--- config.mk ---
export PLATFORM = sky130hd
export DESIGN_NAME = amg_scan
export DESIGN_NICKNAME = d
export VERILOG_FILES = /design/src/rtl/adjacency_matrix_graph_store_top_defines.svh /design/src/rtl/amg_pkg.sv /design/src/rtl/amg_scan.sv
export SDC_FILE = /design/constraint.sdc
export NUM_CORES = 1
export LEC_CHECK = 0
export ABC_AREA = 1
export BUFFER_PORTS_ARGS = -buffer_cell sky130_fd_sc_hd__buf_2
export CAP_MARGIN = 5
export CORE_AREA = 10 10 50 52
export DETAILED_ROUTE_END_ITERATION = 12
export DIE_AREA = 0 0 60 62
export PLACE_DENSITY = 0.73
export SYNTH_ARGS = -nofsm -noshare
export SYNTH_HDL_FRONTEND = slang
export SYNTH_SLANG_ARGS = --single-unit
--- constraint.sdc ---
create_clock -name vclk -period 2.1
set_input_delay 0.105 -clock vclk [all_inputs]
set_output_delay 0.105 -clock vclk [all_outputs]
set_load 0.02 [all_outputs]
--- src/rtl/adjacency_matrix_graph_store_top_defines.svh ---
// Assertion helpers used by the top-level RTL file.
`ifndef ADJACENCY_MATRIX_GRAPH_STORE_TOP_DEFINES_SVH
`define ADJACENCY_MATRIX_GRAPH_STORE_TOP_DEFINES_SVH

`ifndef NO_ASSERTIONS
// Property checked on every rising clk_i edge outside reset.
`define AMG_ASSERT(lbl, prop) \
  lbl: assert property (@(posedge clk_i) disable iff (!rst_ni) (prop)) \
    else $error("assertion failed");
// Condition that must never hold outside reset.
`define AMG_ASSERT_NEVER(lbl, cond) \
  lbl: assert property (@(posedge clk_i) disable iff (!rst_ni) !(cond)) \
    else $error("forbidden condition seen");
`else
`define AMG_ASSERT(lbl, prop)
`define AMG_ASSERT_NEVER(lbl, cond)
`endif

`endif

--- src/rtl/amg_pkg.sv ---
package amg_pkg;

  localparam int unsigned NUM_V    = 16;
  localparam int unsigned VIDX_W   = $clog2(NUM_V);
  localparam int unsigned CELL_W   = 2 * VIDX_W;
  localparam int unsigned WEIGHT_W = 16;
  localparam int unsigned COUNT_W  = 9;
  localparam int unsigned ACT_W    = 5;

  typedef enum logic [2:0] {
    REQ_INSERT   = 3'd0,
    REQ_REMOVE   = 3'd1,
    REQ_LOOKUP   = 3'd2,
    REQ_NEXT_OUT = 3'd3,
    REQ_NEXT_IN  = 3'd4
  } amg_req_e;

  typedef enum logic {
    CFG_DIRECTED = 1'b0,
    CFG_ACTIVE   = 1'b1
  } amg_cfg_e;

  // One mark write, optionally mirrored onto the transposed cell.
  typedef struct packed {
    logic              en;
    logic              val;
    logic              mirror;
    logic [VIDX_W-1:0] row;
    logic [VIDX_W-1:0] col;
  } amg_mark_upd_t;

  typedef struct packed {
    logic              hit;
    logic [VIDX_W-1:0] idx;
  } amg_scan_t;

endpackage

--- src/rtl/amg_scan.sv ---
module amg_scan
  import amg_pkg::*;
(
  input  logic [NUM_V-1:0]  vec_i,
  input  logic [VIDX_W-1:0] from_i,
  input  logic [ACT_W-1:0]  limit_i,
  output amg_scan_t         scan_o
);

  logic [NUM_V-1:0] live;

  always_comb begin
    for (int k = 0; k < NUM_V; k++) begin
      live[k] = vec_i[k] && (VIDX_W'(k) >= from_i) && (ACT_W'(k) < limit_i);
    end
  end

  // Lowest live index wins: walk down so the last hit seen is the lowest.
  always_comb begin
    scan_o = '0;
    for (int k = NUM_V - 1; k >= 0; k--) begin
      if (live[k]) begin
        scan_o.hit = 1'b1;
        scan_o.idx = VIDX_W'(k);
      end
    end
  end

endmodule

==> results.md <==
Pwr:
- The static power due to leakage is 0.0004277 uW.
- The internal power of the cells totals 72.00 uW.
- VDD sags by at most 0.09634 mV.
- For this design the ratio of total power to cell area is 252.0 mW/mm2.
- Of the total power, registers draw 0.
- The switching power as a share of total power is 0.6187.
- The net switching power figure is around 120 uW.
- The portion of total power attributed to combinational logic is 1.000.
- The fraction of power consumed by the clock network is 0.

STA:
- Setup repair after global routing left no endpoint under its margin.
- The final number of max-transition violations was 0.
- At the pin with the least slew margin, the transition time is around 0.28 ns.
- The sum of negative setup slack is 0 ns.
- The number of hold-slack violations in the final timing report came to 0.
- Measured against its own limit, the worst slew margin works out to 0.8121.
- The number of setup violations in the final report is 0.
- The fraction of the cycle the final worst path needs is 0.7458.
- The routed design could run at a clock period as short as 1.566 ns.
- Static timing analysis puts the maximum clock frequency at 638.5 MHz.

Floorplanning:
- The effective utilization at floorplan is 0.3581.
- The x dimension of the die is 60 um.
- In this run the standard cell core region covers 0.001614 mm2.
- 30 I/O pins were placed.
- The cell row count is 15.
- The chip height is just over 60 um.
- The die covers 0.003720 mm2.

Finish:
- The design has 0 sequential cells.
- The top cell types in the final layout, fill and taps aside, are sky130_fd_sc_hd__buf_2 (30), sky130_fd_sc_hd__nand2_1 (28), sky130_fd_sc_hd__inv_1 (14).
- Relative to the synthesized area, the layout overhead comes to 29.65%.
- After the last flow step, the layout net total stands at 166.
- The area used by sequential logic in the layout is 0 um2.
- The antenna cell count is 0.
- The most common cell after layout, fill and taps aside is sky130_fd_sc_hd__buf_2.
- The final instance count without filler cells is 156.
- The count of clock-net buffers in the final layout is 0.
- The ratio of cells with drive above 1 in the final layout is 0.4029.

Route:
- The total DRC errors in the routed layout is 0.
- The post-detailed-route count of antenna-violating nets is 0.
- For this run, the detailed router's first-pass iteration total came to 4.
- The initial detailed-routing violation count is 30.
- The number of vias per cell after detailed routing is 5.147.
- The routed layout has 803 vias.
- In the final routed layout, each cell accounts on average for 11.98 um.
- The post-detailed-routing wire length is 1869 um.

GRT:
- The met3 global-route usage is 0.01220.
- The via count of the first global-routing pass is 723.
- The fraction of met2 tracks used by global routing is 0.1735.
- The number of antenna violations at the first check in global routing was 0.
- The global-route total usage across every layer is 0.09942.
- The leftover overflow at the end of global routing is 0.
- The busiest metal layer after global routing is met2.
- The pin count of the biggest net entering global routing is 7.
- The first global-routing pass estimated 3111 um of wire.
- For met1 alone, demand over resource in global routing was 0.1336.

Worst setup path:
- The launching element of the worst setup path is limit_i[4].
- The worst setup path is launched from an input port.
- The data arrival time of the critical path is 1.46 ns.
- The critical-path maximum fanout is 6.
- The worst setup path is captured at an output port.
- The category of the most critical setup path is in -> out.
- Data on the critical path is required at its endpoint by 2.00 ns.

Logic synthesis:
- In the synthesized netlist, the number of instances is 109.
- The cell type contributing the most total cell area after synthesis is sky130_fd_sc_hd__nand2_1.
- After synthesis, the netlist uses 24 different library cells.
- For this run, the number of Yosys warnings is 0.
- The per-instance average area after synthesis is approximately 5.3 um2.
- After synthesis, the cell types taking the most area are sky130_fd_sc_hd__nand2_1 (18%), sky130_fd_sc_hd__inv_1 (9.1%), sky130_fd_sc_hd__nand3_1 (8.7%).
- The net count after synthesis is 134.
- The post-synthesis sequential area ratio is 0.
- The cell area after synthesis is 578.1 um2.
- The share of synthesized area in the top cell type comes to 0.1818.

Clocking:
- For this design, the CTS-stage hold fixing added 0 buffers.
- The post-cts repair resize count is 0.
- In this run the post-CTS setup repair buffer count came out at 0.

Run:
- Across the run, the number of max-cap violations was 0.

Hold path:
- The number of cells on the worst hold path is 4.
- The worst hold path begins at vec_i[7].
- The tightest min-delay check is of the in -> out type.

Placement:
- The final weighted congestion of routability-driven global placement is 0.9247.
- The HPWL after detailed placement is 1713 um.
- Once placement completed, the tool counted placed cells totaling 156.
- Port buffering added 30 buffers.

Outcome:
- The flow ran to the end, and the final reports show no timing, DRC or antenna violations.
area by class of cell:
type | instances | area (um2)
Timing Repair Buffer | 30 | 150.1
Fill cell | 172 | 864.6
Inverter | 20 | 75.07
Multi-Input combinational cell | 89 | 503.0
Tap cell | 17 | 21.27
cells by family after synthesis:
group	after synthesis	share of synthesized area
compound gates	20	0.2273
buf+inv	20	0.1299
simple gates	69	0.6428
path summary, 6_finish.rpt:
check | end | slack, ns
min | scan_o[2] | 0.69
max | scan_o[3] | 0.53
cells in the mapped netlist, types with 2 or more instances:
cell type and count:
sky130_fd_sc_hd__nand2_1 28, sky130_fd_sc_hd__o21ai_2 2, sky130_fd_sc_hd__a21oi_2 2, sky130_fd_sc_hd__nor2_1 9, sky130_fd_sc_hd__nand3_1 10, sky130_fd_sc_hd__inv_2 6
sky130_fd_sc_hd__o21ai_1 3, sky130_fd_sc_hd__nand3_2 2, sky130_fd_sc_hd__o21ai_0 3, sky130_fd_sc_hd__nand2_2 7, sky130_fd_sc_hd__a31oi_1 3, sky130_fd_sc_hd__nor2_2 4
sky130_fd_sc_hd__nand4_1 4, sky130_fd_sc_hd__a21oi_1 3, sky130_fd_sc_hd__inv_1 14
power by group through the flow:
stage                     Clock, uW  Sequential [uW]  Combinational, uW
after floorplan                   0                0                124
after global placement            0                0                188
after detailed placement          0                0                189
after CTS                         0                0                190
after global routing              0                0                212
final                             0                0                189
routing by layer:
layer	vias to the layer above	part of all wire
li1	425	-
met1	353	0.45
met2	25	0.50
met3	0	0.054
met4	0	0
met5	-	0
worst max-delay path: stages:
cell and delay, ns:
sky130_fd_sc_hd__buf_2 0.13, sky130_fd_sc_hd__nor2_2 0.26, sky130_fd_sc_hd__nand2_1 0.13, sky130_fd_sc_hd__o21a_1 0.21, sky130_fd_sc_hd__inv_2 0.06, sky130_fd_sc_hd__nand3_2 0.09
sky130_fd_sc_hd__nor4_4 0.16, sky130_fd_sc_hd__o21ai_1 0.10, sky130_fd_sc_hd__inv_1 0.05, sky130_fd_sc_hd__buf_2 0.15
metrics by stage:
step | setup WS [ns] | util | total power (uW) | instance area, um2 | hold slack (ns)
final | 0.5337 | 0.4643 | 188.9 | 749.5 | 0.6891
after global routing | 0.4132 | 0.4643 | 211.6 | 749.5 | 0.7462
after CTS | 0.5347 | 0.4643 | 189.9 | 749.5 | 0.6939
after detailed placement | 0.5318 | 0.4643 | 189.1 | 749.5 | 0.6920
after global placement | 0.5592 | 0.4643 | 187.7 | 749.5 | 0.6933
after floorplan | 0.8123 | - | 124.1 | 578.1 | 0.5244
(Power assumes the default switching activity.)
